[src/rtl/periodic_task_table_scheduler_core_macros.svh]
// ---------------------------------------------------------------------------
// Assertion macros for the periodic task table scheduler
// Clocked implication checks with a synchronous reset guard.
// ---------------------------------------------------------------------------
`ifndef PERIODIC_TASK_TABLE_SCHEDULER_CORE_MACROS_SVH
`define PERIODIC_TASK_TABLE_SCHEDULER_CORE_MACROS_SVH

// same-cycle implication
`define PTTS_ASSERT_SAME(label, clk, rst, ante, cons) \
   label: assert property (@(posedge clk) disable iff (rst) (ante) |-> (cons)) \
      else $error("ptts check failed");

// next-cycle implication
`define PTTS_ASSERT_NEXT(label, clk, rst, ante, cons) \
   label: assert property (@(posedge clk) disable iff (rst) (ante) |=> (cons)) \
      else $error("ptts check failed");

`endif

[src/rtl/ptts_pkg.sv]
// ---------------------------------------------------------------------------
// ptts_pkg
// Types and constants shared by the periodic task table scheduler.
// ---------------------------------------------------------------------------
`timescale 1ns / 1ps

package ptts_pkg;

   localparam int SLOTS_DEFAULT       = 8;
   localparam int COUNT_WIDTH_DEFAULT = 16;
   localparam int MAX_RESULTS         = 8;
   localparam int TAG_W               = 16;
   localparam int FIELD_W             = 16;
   localparam int SLOT_OUT_W          = 3;

   typedef enum logic [1:0] {
      FUNC_ADD      = 2'd0,
      FUNC_DELETE   = 2'd1,
      FUNC_TICK     = 2'd2,
      FUNC_DISPATCH = 2'd3
   } func_type;

   typedef enum logic [1:0] {
      ST_IDLE,
      ST_RUN,
      ST_FINISH
   } state_type;

   typedef struct packed {
      func_type               func;
      logic [SLOT_OUT_W-1:0]  slot_index;
      logic [TAG_W-1:0]       task_tag;
      logic [FIELD_W-1:0]     start_delay;
      logic [FIELD_W-1:0]     run_period;
   } req_type;

   typedef struct packed {
      logic                   status;
      logic [SLOT_OUT_W-1:0]  slot_out;
      logic                   run_valid;
      logic [TAG_W-1:0]       run_tag;
      logic                   last_result;
      logic                   long_task_error;
   } rsp_type;

   // control handed to the head unit for the slot now at the ring head
   typedef struct packed {
      func_type func;
      logic     target;   // delete: this slot is the one named
      logic     allow;    // add: no slot taken yet; dispatch: room for a result
   } head_ctl_type;

endpackage

[src/rtl/periodic_task_table_scheduler_core.sv]
// ---------------------------------------------------------------------------
// periodic_task_table_scheduler_core
// Task slot table kept in a ring of cells that turns once per item.
// ---------------------------------------------------------------------------
// Each item sweeps the ring: busy through the sweep and the finish state, next
// item accepted once back in idle; a new item waits until the last is through.
// The final result is registered from the finish state; dispatch results
// before it appear during the sweep, one per ready slot.
// Sweep length is set by the slot ring passing one slot per cycle.
// Synchronous reset empties the table and clears the overrun flag.
`timescale 1ns / 1ps
`include "periodic_task_table_scheduler_core_macros.svh"

module periodic_task_table_scheduler_core #(
   parameter int SLOTS       = ptts_pkg::SLOTS_DEFAULT,
   parameter int COUNT_WIDTH = ptts_pkg::COUNT_WIDTH_DEFAULT
) (
   input  logic              clock,
   input  logic              reset,
   input  logic              start,
   output logic              busy,
   input  ptts_pkg::req_type req_item,
   output logic              rsp_valid,
   output ptts_pkg::rsp_type rsp_item
);

   localparam int IW = (SLOTS > 1) ? $clog2(SLOTS) : 1;
   localparam int NW = $clog2(ptts_pkg::MAX_RESULTS + 1);

   ptts_pkg::state_type state_ff, state_in;
   ptts_pkg::req_type   req_ff, req_in;
   logic [IW-1:0]       step_ff, step_in;
   logic                found_ff, found_in;
   logic [ptts_pkg::SLOT_OUT_W-1:0] found_slot_ff, found_slot_in;
   logic [NW-1:0]       n_ff, n_in;
   logic                pend_valid_ff, pend_valid_in;
   logic [ptts_pkg::SLOT_OUT_W-1:0] pend_slot_ff, pend_slot_in;
   logic [ptts_pkg::TAG_W-1:0]      pend_tag_ff, pend_tag_in;
   logic [1:0]          ticks_ff, ticks_in;
   logic                overrun_ff, overrun_in;
   logic                rsp_valid_ff, rsp_valid_in;
   ptts_pkg::rsp_type   rsp_item_ff, rsp_item_in;

   logic                       used_q   [SLOTS];
   logic [ptts_pkg::TAG_W-1:0] tag_q    [SLOTS];
   logic [COUNT_WIDTH-1:0]     delay_q  [SLOTS];
   logic [COUNT_WIDTH-1:0]     period_q [SLOTS];
   logic                       ready_q  [SLOTS];

   logic                       head_used, head_ready, head_hit;
   logic [ptts_pkg::TAG_W-1:0] head_tag;
   logic [COUNT_WIDTH-1:0]     head_delay, head_period;
   ptts_pkg::head_ctl_type     head_ctl;
   logic                       shift_en;
   logic                       accept;

   assign accept   = start && (state_ff == ptts_pkg::ST_IDLE);
   assign shift_en = (state_ff == ptts_pkg::ST_RUN);

   for (genvar i = 0; i < SLOTS; i++) begin : g_ring
      logic                       used_d, ready_d;
      logic [ptts_pkg::TAG_W-1:0] tag_d;
      logic [COUNT_WIDTH-1:0]     delay_d, period_d;
      if (i == SLOTS - 1) begin : g_tail
         assign used_d   = head_used;
         assign tag_d    = head_tag;
         assign delay_d  = head_delay;
         assign period_d = head_period;
         assign ready_d  = head_ready;
      end else begin : g_mid
         assign used_d   = used_q[i+1];
         assign tag_d    = tag_q[i+1];
         assign delay_d  = delay_q[i+1];
         assign period_d = period_q[i+1];
         assign ready_d  = ready_q[i+1];
      end
      ptts_cell #(.COUNT_WIDTH(COUNT_WIDTH)) u_cell (
         .clock    (clock),
         .reset    (reset),
         .shift_en (shift_en),
         .used_d   (used_d),
         .tag_d    (tag_d),
         .delay_d  (delay_d),
         .period_d (period_d),
         .ready_d  (ready_d),
         .used_q   (used_q[i]),
         .tag_q    (tag_q[i]),
         .delay_q  (delay_q[i]),
         .period_q (period_q[i]),
         .ready_q  (ready_q[i])
      );
   end

   always_comb begin
      head_ctl.func   = req_ff.func;
      head_ctl.target = (32'(req_ff.slot_index) == 32'(step_ff));
      head_ctl.allow  = (req_ff.func == ptts_pkg::FUNC_ADD) ? !found_ff
                      : (n_ff < NW'(ptts_pkg::MAX_RESULTS));
   end

   ptts_head #(.COUNT_WIDTH(COUNT_WIDTH)) u_head (
      .ctl        (head_ctl),
      .new_tag    (req_ff.task_tag),
      .new_delay  (COUNT_WIDTH'(req_ff.start_delay)),
      .new_period (COUNT_WIDTH'(req_ff.run_period)),
      .used_i     (used_q[0]),
      .tag_i      (tag_q[0]),
      .delay_i    (delay_q[0]),
      .period_i   (period_q[0]),
      .ready_i    (ready_q[0]),
      .used_o     (head_used),
      .tag_o      (head_tag),
      .delay_o    (head_delay),
      .period_o   (head_period),
      .ready_o    (head_ready),
      .hit        (head_hit)
   );

   always_ff @(posedge clock) begin
      if (reset) begin
         state_ff      <= ptts_pkg::ST_IDLE;
         step_ff       <= '0;
         found_ff      <= 1'b0;
         n_ff          <= '0;
         pend_valid_ff <= 1'b0;
         ticks_ff      <= '0;
         overrun_ff    <= 1'b0;
         rsp_valid_ff  <= 1'b0;
      end else begin
         state_ff      <= state_in;
         step_ff       <= step_in;
         found_ff      <= found_in;
         n_ff          <= n_in;
         pend_valid_ff <= pend_valid_in;
         ticks_ff      <= ticks_in;
         overrun_ff    <= overrun_in;
         rsp_valid_ff  <= rsp_valid_in;
      end
   end

   always_ff @(posedge clock) begin
      req_ff        <= req_in;
      found_slot_ff <= found_slot_in;
      pend_slot_ff  <= pend_slot_in;
      pend_tag_ff   <= pend_tag_in;
      rsp_item_ff   <= rsp_item_in;
   end

   always_comb begin
      state_in      = state_ff;
      req_in        = req_ff;
      step_in       = step_ff;
      found_in      = found_ff;
      found_slot_in = found_slot_ff;
      n_in          = n_ff;
      pend_valid_in = pend_valid_ff;
      pend_slot_in  = pend_slot_ff;
      pend_tag_in   = pend_tag_ff;
      ticks_in      = ticks_ff;
      overrun_in    = overrun_ff;
      rsp_valid_in  = 1'b0;
      rsp_item_in   = '0;
      rsp_item_in.long_task_error = overrun_ff;
      case (state_ff)
         ptts_pkg::ST_IDLE: begin
            if (accept) begin
               req_in        = req_item;
               step_in       = '0;
               found_in      = 1'b0;
               n_in          = '0;
               pend_valid_in = 1'b0;
               state_in      = ptts_pkg::ST_RUN;
            end
         end
         ptts_pkg::ST_RUN: begin
            if (head_hit) begin
               if (req_ff.func == ptts_pkg::FUNC_DISPATCH) begin
                  // hold this task; release the one held before it
                  if (pend_valid_ff) begin
                     rsp_valid_in          = 1'b1;
                     rsp_item_in.slot_out  = pend_slot_ff;
                     rsp_item_in.run_valid = 1'b1;
                     rsp_item_in.run_tag   = pend_tag_ff;
                  end
                  pend_valid_in = 1'b1;
                  pend_slot_in  = ptts_pkg::SLOT_OUT_W'(step_ff);
                  pend_tag_in   = tag_q[0];
                  n_in          = n_ff + NW'(1);
               end else begin
                  found_in      = 1'b1;
                  found_slot_in = ptts_pkg::SLOT_OUT_W'(step_ff);
               end
            end
            if (step_ff == IW'(SLOTS - 1)) begin
               state_in = ptts_pkg::ST_FINISH;
            end else begin
               step_in = step_ff + IW'(1);
            end
         end
         ptts_pkg::ST_FINISH: begin
            rsp_valid_in            = 1'b1;
            rsp_item_in.last_result = 1'b1;
            case (req_ff.func)
               ptts_pkg::FUNC_ADD: begin
                  rsp_item_in.status   = !found_ff;
                  rsp_item_in.slot_out = found_ff ? found_slot_ff : '0;
               end
               ptts_pkg::FUNC_DELETE: begin
                  rsp_item_in.status   = !found_ff;
                  rsp_item_in.slot_out = req_ff.slot_index;
               end
               ptts_pkg::FUNC_TICK: begin
                  if (ticks_ff != 2'd0) begin
                     overrun_in = 1'b1;
                  end
                  if (ticks_ff != 2'd3) begin
                     ticks_in = ticks_ff + 2'd1;
                  end
                  rsp_item_in.long_task_error = overrun_in;
               end
               ptts_pkg::FUNC_DISPATCH: begin
                  ticks_in = '0;
                  if (pend_valid_ff) begin
                     rsp_item_in.slot_out  = pend_slot_ff;
                     rsp_item_in.run_valid = 1'b1;
                     rsp_item_in.run_tag   = pend_tag_ff;
                  end
               end
               default: begin
                  rsp_item_in.status = 1'b0;
               end
            endcase
            pend_valid_in = 1'b0;
            state_in      = ptts_pkg::ST_IDLE;
         end
         default: begin
            state_in = ptts_pkg::ST_IDLE;
         end
      endcase
   end

   assign busy      = (state_ff != ptts_pkg::ST_IDLE);
   assign rsp_valid = rsp_valid_ff;
   assign rsp_item  = rsp_item_ff;

   `PTTS_ASSERT_NEXT(a_accept_busy, clock, reset, start && !busy, busy)
   `PTTS_ASSERT_NEXT(a_last_gap, clock, reset, rsp_valid && rsp_item.last_result, !rsp_valid)
   `PTTS_ASSERT_SAME(a_run_clean, clock, reset, rsp_valid && rsp_item.run_valid, !rsp_item.status)
   `PTTS_ASSERT_SAME(a_count_cap, clock, reset, busy, n_ff <= NW'(ptts_pkg::MAX_RESULTS))

endmodule

[src/rtl/ptts_cell.sv]
// ---------------------------------------------------------------------------
// ptts_cell
// One task slot of the rotating slot ring; loads its neighbor when shifting.
// ---------------------------------------------------------------------------
`timescale 1ns / 1ps

module ptts_cell #(
   parameter int COUNT_WIDTH = ptts_pkg::COUNT_WIDTH_DEFAULT
) (
   input  logic                        clock,
   input  logic                        reset,
   input  logic                        shift_en,
   input  logic                        used_d,
   input  logic [ptts_pkg::TAG_W-1:0]  tag_d,
   input  logic [COUNT_WIDTH-1:0]      delay_d,
   input  logic [COUNT_WIDTH-1:0]      period_d,
   input  logic                        ready_d,
   output logic                        used_q,
   output logic [ptts_pkg::TAG_W-1:0]  tag_q,
   output logic [COUNT_WIDTH-1:0]      delay_q,
   output logic [COUNT_WIDTH-1:0]      period_q,
   output logic                        ready_q
);

   logic                       used_ff;
   logic                       ready_ff;
   logic [ptts_pkg::TAG_W-1:0] tag_ff;
   logic [COUNT_WIDTH-1:0]     delay_ff;
   logic [COUNT_WIDTH-1:0]     period_ff;

   always_ff @(posedge clock) begin
      if (reset) begin
         used_ff  <= 1'b0;
         ready_ff <= 1'b0;
      end else if (shift_en) begin
         used_ff  <= used_d;
         ready_ff <= ready_d;
      end
   end

   always_ff @(posedge clock) begin
      if (shift_en) begin
         tag_ff    <= tag_d;
         delay_ff  <= delay_d;
         period_ff <= period_d;
      end
   end

   assign used_q   = used_ff;
   assign ready_q  = ready_ff;
   assign tag_q    = tag_ff;
   assign delay_q  = delay_ff;
   assign period_q = period_ff;

endmodule

[src/rtl/ptts_head.sv]
// ---------------------------------------------------------------------------
// ptts_head
// Applies the current operation to the slot leaving the ring head.
// ---------------------------------------------------------------------------
`timescale 1ns / 1ps

module ptts_head #(
   parameter int COUNT_WIDTH = ptts_pkg::COUNT_WIDTH_DEFAULT
) (
   input  ptts_pkg::head_ctl_type      ctl,
   input  logic [ptts_pkg::TAG_W-1:0]  new_tag,
   input  logic [COUNT_WIDTH-1:0]      new_delay,
   input  logic [COUNT_WIDTH-1:0]      new_period,
   input  logic                        used_i,
   input  logic [ptts_pkg::TAG_W-1:0]  tag_i,
   input  logic [COUNT_WIDTH-1:0]      delay_i,
   input  logic [COUNT_WIDTH-1:0]      period_i,
   input  logic                        ready_i,
   output logic                        used_o,
   output logic [ptts_pkg::TAG_W-1:0]  tag_o,
   output logic [COUNT_WIDTH-1:0]      delay_o,
   output logic [COUNT_WIDTH-1:0]      period_o,
   output logic                        ready_o,
   output logic                        hit
);

   always_comb begin
      used_o   = used_i;
      tag_o    = tag_i;
      delay_o  = delay_i;
      period_o = period_i;
      ready_o  = ready_i;
      hit      = 1'b0;
      case (ctl.func)
         ptts_pkg::FUNC_ADD: begin
            if (ctl.allow && !used_i) begin
               used_o   = 1'b1;
               tag_o    = new_tag;
               delay_o  = new_delay;
               period_o = new_period;
               ready_o  = 1'b0;
               hit      = 1'b1;
            end
         end
         ptts_pkg::FUNC_DELETE: begin
            if (ctl.target && used_i) begin
               used_o   = 1'b0;
               tag_o    = '0;
               delay_o  = '0;
               period_o = '0;
               ready_o  = 1'b0;
               hit      = 1'b1;
            end
         end
         ptts_pkg::FUNC_TICK: begin
            if (used_i) begin
               if (delay_i == '0) begin
                  ready_o = 1'b1;
                  delay_o = period_i;
               end
               if (delay_o != '0) begin
                  delay_o = delay_o - COUNT_WIDTH'(1);
               end
            end
         end
         ptts_pkg::FUNC_DISPATCH: begin
            if (ctl.allow && used_i && ready_i) begin
               ready_o = 1'b0;
               hit     = 1'b1;
               if (period_i == '0) begin
                  used_o   = 1'b0;
                  tag_o    = '0;
                  delay_o  = '0;
                  period_o = '0;
               end
            end
         end
         default: begin
            hit = 1'b0;
         end
      endcase
   end

endmodule
[config.mk]
export PLATFORM = sky130hd
export DESIGN_NAME = periodic_task_table_scheduler_core
export DESIGN_NICKNAME = d
export VERILOG_FILES = /design/src/rtl/ptts_pkg.sv /design/src/rtl/periodic_task_table_scheduler_core.sv /design/src/rtl/ptts_cell.sv /design/src/rtl/ptts_head.sv
export VERILOG_INCLUDE_DIRS = /design/src /design/src/rtl
export SDC_FILE = /design/constraint.sdc
export NUM_CORES = 1
export LEC_CHECK = 0
export BUFFER_PORTS_ARGS = -buffer_cell sky130_fd_sc_hd__buf_4
export CAP_MARGIN = 20
export CELL_PAD_IN_SITES_DETAIL_PLACEMENT = 1
export CELL_PAD_IN_SITES_GLOBAL_PLACEMENT = 2
export CORE_MARGIN = 2
export CORE_UTILIZATION = 40
export CTS_CLUSTER_SIZE = 24
export DETAILED_ROUTE_END_ITERATION = 10
export PLACE_DENSITY_LB_ADDON = 0.1
export REMOVE_ABC_BUFFERS = 1
export SYNTH_ARGS = -nofsm -noshare
export SYNTH_HDL_FRONTEND = slang
export SYNTH_SLANG_ARGS = --single-unit
[constraint.sdc]
create_clock -name clock -period 21.3 [get_ports clock]
set_clock_uncertainty 0.1 [all_clocks]
set_input_delay 4.26 -clock clock [delete_from_list [all_inputs] [get_ports clock]]
set_output_delay 4.26 -clock clock [all_outputs]
set_load 0.1 [all_outputs]
* Word level (Yosys, flattened, before mapping)
Index checks and enable logic that the tools add are counted.
** Cells by class
- Reductions and logical operators :: 28
- Eq/ne operators :: 15
- Add/subtract/negate cells :: 4
- Bitwise operators :: 1
- Magnitude comparators :: 1
- Muxes and demuxes :: 69
** Operators with widths (count)
- $mux W16 :: 17
- $pmux W16 S3 :: 2
- $pmux W16 S4 :: 1
- $mux W20 :: 3
- $pmux W20 S2 :: 1
- $logic_not A16 Y1 :: 2
- $mux W1 :: 23
- $mux W17 :: 1
- $ne A2 B2 Y1 const B :: 8
- $reduce_bool A16 Y1 :: 1
- $sub A16 B1 Y16 const B :: 1
- $mux W4 :: 3
- $reduce_and A3 Y1 :: 4
- $reduce_and A4 Y1 :: 3
- $mux W3 :: 3
- $pmux W1 S3 :: 3
- $pmux W3 S3 :: 1
- $mux W2 :: 4
- $pmux W2 S2 :: 2
- $pmux W4 S2 :: 1
- $reduce_bool A2 Y1 :: 4
- $eq A2 B2 Y1 const B :: 3
- $pmux W3 S2 :: 1
- $reduce_and A2 Y1 :: 3
- other kinds (15) :: 23
** Word-level totals
- Bits in registers :: 513
- Logic and storage cells :: 180

* Logic depth before layout (Yosys ltp)
Gate-level depths: netlist of run 1.
- Word-level depth :: 8
- Gate-level depth with buffers :: 12
- Gate-level depth less buffers :: 11

* Cells and area by module
A second synthesis of run 1 with hierarchy kept.
** Unflattened totals
- Cell total of the unflattened synthesis :: 925
- Area total of the unflattened synthesis :: 17476.8 um2
** Modules (own cells, without submodules)
- ptts_cell :: area an instance 1508.9 um2, instances 8, seq. area each 1481.4 um2, cells an instance 54
- periodic_task_table_scheduler_core :: area an instance 3860.0 um2, instances 1, seq. area each 3012.9 um2, cells an instance 249
- ptts_head :: area an instance 1545.2 um2, instances 1, seq. area each 0.0 um2, cells an instance 244

* Least setup slack after synthesis of run 1
OpenSTA, ideal clock, no wires.
- Path kind :: reg2reg
- From :: register state_ff[1]
- To :: register pend_slot_ff[0] (netlist bit), enable pin
- Clock period less this slack :: 11280 ps
- Cell stages (with the launch flop) :: 7
- Arrival time :: 10785 ps
- Slack :: 10020 ps
- Buffers on the path :: 2
- Library setup time :: 395 ps
- Cell sequence :: dfxtp_1 > inv_1 > ha_1 > clkbuf_1 > inv_1 > clkbuf_1 > nor2_1
** Between the ends
- Longest elaborated chain between the ends :: 2
** Ends and longest elaborated chain
- start: declaration :: line periodic_task_table_scheduler_core.sv:30 : ptts_pkg::state_type state_ff, state_in;
- start signal: assignment :: line periodic_task_table_scheduler_core.sv:121 : state_ff <= ptts_pkg::ST_IDLE;
- start signal: assignment :: line periodic_task_table_scheduler_core.sv:130 : state_ff <= state_in;
- $eq A2 B1 Y1 :: line periodic_task_table_scheduler_core.sv:164 : case (state_ff)
- $reduce_and A3 Y1 (no source line)
- end signal: assignment :: line periodic_task_table_scheduler_core.sv:144 : pend_slot_ff <= pend_slot_in;
- end: declaration :: line periodic_task_table_scheduler_core.sv:37 : logic [ptts_pkg::SLOT_OUT_W-1:0] pend_slot_ff, pend_slot_in;
No other way between the ends.
A chain may end at the register's enable or synchronous reset.

* Final worst setup path of run 1
- From :: register state_ff[0]
- To :: output port busy
** Between the ends
- Longest elaborated chain between the ends :: 1
** Ends and longest elaborated chain
- $reduce_bool A2 Y1 :: line periodic_task_table_scheduler_core.sv:242 : assign busy = (state_ff != ptts_pkg::ST_IDLE);
- end: declaration :: line periodic_task_table_scheduler_core.sv:21 : output logic busy,
No other way between the ends.

==> results.sh, run 1 <==
export IMPL_result_of_the_run="finished, final reports clean"
export IMPL_min_path_type="reg2reg"
export IMPL_synth_async_reset_ratio_pct=0
export IMPL_yosys_area_share_simple_pct=6.17
export IMPL_worst_slew_pin_transition_ns=1.01
export IMPL_die_h_um=213
export IMPL_timing_critical_path_from_type="register"
export IMPL_route_final_wire_length_um=32900
export IMPL_grtUsageTotal_pct=15.0
export IMPL_number_of_enable_type_register_cells_in_the_synthesized_netlist=459
export IMPL_clock_tree_from_tritoncts="done"
export IMPL_worstPathArrival_ns=1.79
export IMPL_clock_power_share_pct=41.4
export IMPL_slowest_delay_ns=0.40
export IMPL_synth_lib_cells_used_distinct=63
export IMPL_grt_remaining_overflow=0
export IMPL_io_buffer_count=80
export IMPL_ys_flop_type="sky130_fd_sc_hd__edfxtp_1"
export IMPL_design_final_nets=1159
export IMPL_synthesized_area_fraction_occupied_by_adder_cells_pct=0.784
export IMPL_critical_path_startpoint="state_ff[0]"
export IMPL_remaining_drc_errors=0
export IMPL_ctsHoldBuffers=0
export IMPL_ir_worst_vdd_mv=0.0526
export IMPL_mostFrequentLayoutCells="sky130_fd_sc_hd__edfxtp_1, sky130_fd_sc_hd__buf_4, sky130_fd_sc_hd__nand2_1"
export IMPL_crit_path_cell_trace="inv_1, ha_1, inv_1, buf_4"
export IMPL_synth_xor_xnor_area_share_pct=0.699
export IMPL_setup_worst_path_end_class="primary output"
export IMPL_synth_top_family_by_area="simple AND/OR/NAND/NOR gates"
export IMPL_synthCells=976
export IMPL_via_count_of_the_first_global_routing_pass=8580
export IMPL_drive_above_1_share_pct=16.6
export IMPL_combinationalPowerShare_pct=4.0
export IMPL_number_of_buffers_created_by_cts=51
export IMPL_clock_insertion_delay_worst_skew_ns=0.59
export IMPL_clock_root_buffer="sky130_fd_sc_hd__clkbuf_16"
export IMPL_h_tree_depth=2
export IMPL_power_share_sequential_pct=54.5
export IMPL_fillerInstances=4149
export IMPL_rsz0062_at_grt="no"
export IMPL_synth_seq_cells=513
export IMPL_swShare_pct=20.8
export IMPL_critical_path_reg2reg_startpoint="g_ring[0].u_cell.delay_q[9]"
export IMPL_number_of_antenna_violations_at_the_first_check_in_global_routing=0
export IMPL_internal_power_uw=1760
export IMPL_synth_area_per_cell_um2=18.0
export IMPL_route_vias_total=8434
export IMPL_final_period_utilization_pct=28.9
export IMPL_initial_utilization_pct=40.6
export IMPL_drt_antenna_violating_nets=0
export IMPL_detailedRoute_firstIterationViolations=728
export IMPL_seq_area_frac_synth_pct=84.7
export IMPL_mostFrequentLayoutCell="sky130_fd_sc_hd__edfxtp_1"
export IMPL_place_detailed_hpwl_um=19500
export IMPL_first_pass_iters=4
export IMPL_max_cap_violations=0
export IMPL_fmaxAchievable_mhz=163
export IMPL_synth_compound_area_share_pct=5.63
export IMPL_post_synth_instance_area_mm2=0.0175
export IMPL_floorplan_rows=76
export IMPL_finalSetupViolCount=0
export IMPL_slowest_stage="sky130_fd_sc_hd__dfxtp_1"
export IMPL_antenna_cells_inserted=0
export IMPL_die_area_mm2=0.0456
export IMPL_max_clock_path_buffers=3
export IMPL_pre_cts_slack_ns=15.55
export IMPL_p_sw_uw=461
export IMPL_drt_vias_per_instance=4.90
export IMPL_p_total_uw=2220
export IMPL_min_delay_start="g_ring[1].u_cell.delay_q[2]"
export IMPL_ios=81
export IMPL_cp_common_cell="sky130_fd_sc_hd__inv_1"
export IMPL_synth_mux_area_share_pct=1.10
export IMPL_gpl_final_weighted_congestion=0.796
export IMPL_floorplan_die_width_um=213
export IMPL_timing_critical_path_required_ns=16.94
export IMPL_synth_yosys_warnings=0
export IMPL_leakagePower_uw=0.00704
export IMPL_setup_slack_ns=15.15
export IMPL_max_slew_margin_rel_pct=32.7
export IMPL_hold_viol=0
export IMPL_path_class="reg2out"
export IMPL_max_slew_violations=0
export IMPL_largest_net_degree_at_the_start_of_global_routing=187
export IMPL_power_per_cell_area_mw_per_mm2=107
export IMPL_area_growth_syn_to_layout_pct=17.7
export IMPL_core_area_mm2=0.0432
export IMPL_post_drt_wl_per_cell_um=19.1
export IMPL_numClockSinks=513
export IMPL_totalNegativeSetupSlack_ns=0
export IMPL_crit_fanout=6
export IMPL_post_cts_buffers=0
export IMPL_post_cts_resized=0
export IMPL_finalWorstPathRequiredPeriod_ns=6.15
export IMPL_clock_transition_at_path_regs_ns=0.06
export IMPL_grt_pass1_wl_um=51100
## Yosys cell counts (3+ instances only)
cell                       instances  area share, %
sky130_fd_sc_hd__and3_1            4           0.14
sky130_fd_sc_hd__and2_1           18           0.64
sky130_fd_sc_hd__ha_1             11           0.78
sky130_fd_sc_hd__o211ai_1          3           0.13
sky130_fd_sc_hd__a211oi_1          3           0.13
sky130_fd_sc_hd__a31oi_1           5           0.18
sky130_fd_sc_hd__o21a_1            3           0.13
sky130_fd_sc_hd__nor2b_1           4           0.14
sky130_fd_sc_hd__nand2b_1          6           0.21
sky130_fd_sc_hd__mux2i_1          17           0.97
sky130_fd_sc_hd__clkbuf_1         25           0.53
sky130_fd_sc_hd__nor4_1            3           0.11
sky130_fd_sc_hd__edfxtp_1        459             79
sky130_fd_sc_hd__a22o_1            3           0.15
sky130_fd_sc_hd__nand2_1          86            1.8
sky130_fd_sc_hd__o21bai_1          3           0.13
sky130_fd_sc_hd__inv_1            12           0.26
sky130_fd_sc_hd__a21oi_1          65            1.9
sky130_fd_sc_hd__a22oi_1          18           0.77
sky130_fd_sc_hd__nor3_1           18           0.51
sky130_fd_sc_hd__nor2_1           55            1.2
sky130_fd_sc_hd__xor2_1           13           0.65
sky130_fd_sc_hd__nand3_1           4           0.11
sky130_fd_sc_hd__o21ai_0          17           0.48
sky130_fd_sc_hd__nor4_4            3           0.36
sky130_fd_sc_hd__dfxtp_1          54            6.2
sky130_fd_sc_hd__o21ai_1          14           0.40
## state kept, by name, indices dropped and copies added, names as in the netlist, 3 cells and up
| register | count |
|---|---|
| step_ff | 3 |
| g_ring.u_cell.delay_q | 128 |
| req_ff | 51 |
| g_ring.u_cell.used_q | 8 |
| g_ring.u_cell.ready_q | 8 |
| found_slot_ff | 3 |
| g_ring.u_cell.tag_q | 128 |
| g_ring.u_cell.period_q | 128 |
| pend_tag_ff | 16 |
| n_ff | 4 |
| rsp_item | 23 |
| pend_slot_ff | 3 |
## logic make-up (layout without fill, tap and decap cells)
kind of cell | Yosys count | after routing
compound gates | 158 | 158
xor+xnor | 14 | 14
fa+ha+maj | 11 | 11
buf+inv | 41 | 200
flops | 513 | 513
mux | 19 | 19
simple gates | 220 | 220
## area by class of cell
cell class / count / area (um^2) / area share, %
flip-flops and latches: 513 / 14900 / 72.0
multi-input cells: 422 / 2550 / 12.3
clock buffers: 66 / 1390 / 6.75
well taps: 585 / 732 / 3.54
repair buffers: 92 / 723 / 3.50
clock inverters: 30 / 350 / 1.70
inverters: 12 / 45.0 / 0.218
## critical path, delay by kind of cell, from the launching register on
kind                       cells  cell delay, ns
DFF                            1            0.40
buffers and inverters          3            0.53
adders and majority gates      1            0.28
## metrics by stage
step | hold slack (ns) | instances | util, % | instance area (um^2)
final | 0.307 | 1720 | 47.8 | 20700
after global routing | 0.307 | 1720 | 47.8 | 20700
after CTS | 0.298 | 1719 | 47.8 | 20600
after detailed placement | 0.305 | 1623 | 43.7 | 18900
after global placement | 0.300 | 1623 | 43.7 | 18900
after floorplan | 0.300 | 947 | - | 17400
## power groups by stage
stage | Clock [uW] | Combinational, uW | Sequential [uW]
detailed placement | 0 | 90.6 | 1230
finish | 919 | 89.5 | 1210
global placement | 0 | 88.7 | 1230
floorplan | 0 | 58.3 | 1250
CTS | 949 | 90.8 | 1210
global route | 985 | 101 | 1220
## path summary, 6_finish.rpt
path         cells past startpoint  slack, ns                      endpoint
min reg2reg                      0       0.31   g_ring[0].u_cell.delay_q[2]
min                              0       0.31   g_ring[0].u_cell.delay_q[2]
max reg2reg                     12      17.53  g_ring[7].u_cell.delay_q[15]
max                              4      15.15                          busy
## metal layers
metal | vias up | GRT usage, % | share of wire (%)
li1 | 3963 | - | -
met1 | 4268 | 22.3 | 49
met2 | 156 | 22.1 | 45
met3 | 47 | 2.77 | 3.9
met4 | 0 | 5.24 | 2.1
met5 | - | 0 | 0
No activity file was read; power rests on OpenSTA's default activity.
==> inputs of run 2 (changes only) <==
clock period = 6.15 ns   (was 21.3 ns; I/O delays follow)
==> results.sh, run 2 (same netlist as run 1, synthesis figures left out) <==
export IMPL_post_drt_wl_per_cell_um=19.6
export IMPL_mostFrequentLayoutCells="sky130_fd_sc_hd__edfxtp_1, sky130_fd_sc_hd__buf_4, sky130_fd_sc_hd__nand2_1"
export IMPL_timing_critical_path_required_ns=6.36
export IMPL_clock_tree_from_tritoncts="done"
export IMPL_finalWorstPathRequiredPeriod_ns=3.67
export IMPL_number_of_buffers_created_by_cts=52
export IMPL_result_of_the_run="finished, final reports clean"
export IMPL_first_pass_iters=4
export IMPL_max_slew_violations=0
export IMPL_fmaxAchievable_mhz=272
export IMPL_design_final_nets=1158
export IMPL_setup_worst_path_end_class="register"
export IMPL_largest_net_degree_at_the_start_of_global_routing=203
export IMPL_crit_fanout=20
export IMPL_floorplan_rows=76
export IMPL_remaining_drc_errors=0
export IMPL_grt_pass1_wl_um=51600
export IMPL_route_vias_total=8435
export IMPL_grtUsageTotal_pct=15.1
export IMPL_drt_vias_per_instance=4.92
export IMPL_post_route_util_pct=47.8
export IMPL_route_final_wire_length_um=33600
export IMPL_place_detailed_hpwl_um=19700
export IMPL_finalSetupViolCount=0
export IMPL_area_growth_syn_to_layout_pct=17.7
export IMPL_worst_slew_pin_transition_ns=1.12
export IMPL_numClockSinks=513
export IMPL_initial_utilization_pct=40.6
export IMPL_rsz0062_at_grt="no"
export IMPL_post_cts_buffers=0
export IMPL_grt_remaining_overflow=0
export IMPL_antenna_cells_inserted=0
export IMPL_clock_transition_at_path_regs_ns=0.06
export IMPL_totalNegativeSetupSlack_ns=0
export IMPL_max_slew_margin_rel_pct=25.2
export IMPL_gpl_final_weighted_congestion=0.821
export IMPL_hold_viol=0
export IMPL_power_per_cell_area_mw_per_mm2=373
export IMPL_placed_area_mm2=0.0189
export IMPL_max_clock_path_buffers=3
export IMPL_p_total_uw=7700
export IMPL_timing_critical_path_from_type="register"
export IMPL_worstPathArrival_ns=3.89
export IMPL_max_cap_violations=0
export IMPL_io_buffer_count=80
export IMPL_ir_worst_vdd_mv=0.253
export IMPL_die_h_um=213
export IMPL_floorplan_die_width_um=213
export IMPL_leakagePower_uw=0.00704
export IMPL_final_period_utilization_pct=59.7
export IMPL_min_path_type="reg2reg"
export IMPL_drt_antenna_violating_nets=0
export IMPL_post_cts_resized=0
export IMPL_clock_root_buffer="sky130_fd_sc_hd__clkbuf_16"
export IMPL_die_area_mm2=0.0456
export IMPL_core_area_mm2=0.0432
export IMPL_number_of_antenna_violations_at_the_first_check_in_global_routing=0
export IMPL_design_area_mm2=0.0207
export IMPL_clock_insertion_delay_worst_skew_ns=0.61
export IMPL_ios=81
export IMPL_via_count_of_the_first_global_routing_pass=8659
export IMPL_h_tree_depth=2
export IMPL_detailedRoute_firstIterationViolations=611
export IMPL_ctsHoldBuffers=0
export IMPL_drive_above_1_share_pct=17.0
export IMPL_path_class="reg2reg"
export IMPL_mostFrequentLayoutCell="sky130_fd_sc_hd__edfxtp_1"
## run 2: changes by cell type in the layout (fill, tap and decap cells not counted), moves of 2 or more
| cell | before | now |
|---|---|---|
| sky130_fd_sc_hd__bufinv_16 | 7 | 5 |
| sky130_fd_sc_hd__clkinv_1 | 11 | 2 |
| sky130_fd_sc_hd__clkinvlp_4 | 1 | 3 |
| sky130_fd_sc_hd__clkbuf_8 | 4 | 9 |
## run 2: layout make-up
class	instances	area, um^2
Fill cell	4114	22500
Clock buffer	73	1490
Timing Repair Buffer	90	688
Inverter	12	45.0
Clock inverter	21	285
Sequential cell	513	14900
Tap cell	585	732
Multi-Input combinational cell	422	2550
## run 2: worst max-delay path: stages, from the launching register on
cell,delay (ns)
sky130_fd_sc_hd__edfxtp_1,0.52
sky130_fd_sc_hd__nor4_4,0.51
sky130_fd_sc_hd__nand3_1,0.25
sky130_fd_sc_hd__nor3_2,0.16
sky130_fd_sc_hd__buf_4,0.29
sky130_fd_sc_hd__a21oi_1,0.17
sky130_fd_sc_hd__ha_1,0.23
sky130_fd_sc_hd__nand2_1,0.08
sky130_fd_sc_hd__a21oi_1,0.05
sky130_fd_sc_hd__a311oi_2,0.42
sky130_fd_sc_hd__and3_2,0.30
sky130_fd_sc_hd__mux2i_1,0.19
sky130_fd_sc_hd__o311ai_1,0.11
## run 2: path summary, 6_finish.rpt
kind,from,end,slack [ns],depth (start not counted)
worst max-delay path,g_ring[0].u_cell.delay_q[9],g_ring[7].u_cell.delay_q[15],2.48,12
worst min-delay path,g_ring[1].u_cell.tag_q[13],g_ring[0].u_cell.tag_q[13],0.31,0
worst max register to register,g_ring[0].u_cell.delay_q[9],g_ring[7].u_cell.delay_q[15],2.48,12
worst min register to register,g_ring[1].u_cell.tag_q[13],g_ring[0].u_cell.tag_q[13],0.31,0
## run 2: through the flow
stage / worst slack (ns) / hold slack [ns] / std cells
after floorplan: -7.91 / 0.300 / 947
after global placement: 2.57 / 0.300 / 1622
after detailed placement: 2.50 / 0.305 / 1622
after CTS: 2.43 / 0.309 / 1716
after global routing: 2.21 / 0.322 / 1716
final: 2.48 / 0.313 / 1716
## run 2: layer usage
layer / vias to the layer above / share of wire (%) / track usage, %
li1: 3959 / - / -
met1: 4284 / 50 / 22.8
met2: 134 / 43 / 22.0
met3: 58 / 3.9 / 2.90
met4: 0 / 2.4 / 5.34
met5: - / 0 / 0
## run 2: where the power goes
group	switching [uW]	internal [uW]	total, uW
Sequential	96.6	4100	4200
Combinational	221	82.4	303
Clock	1290	1910	3200
Total	1610	6090	7700
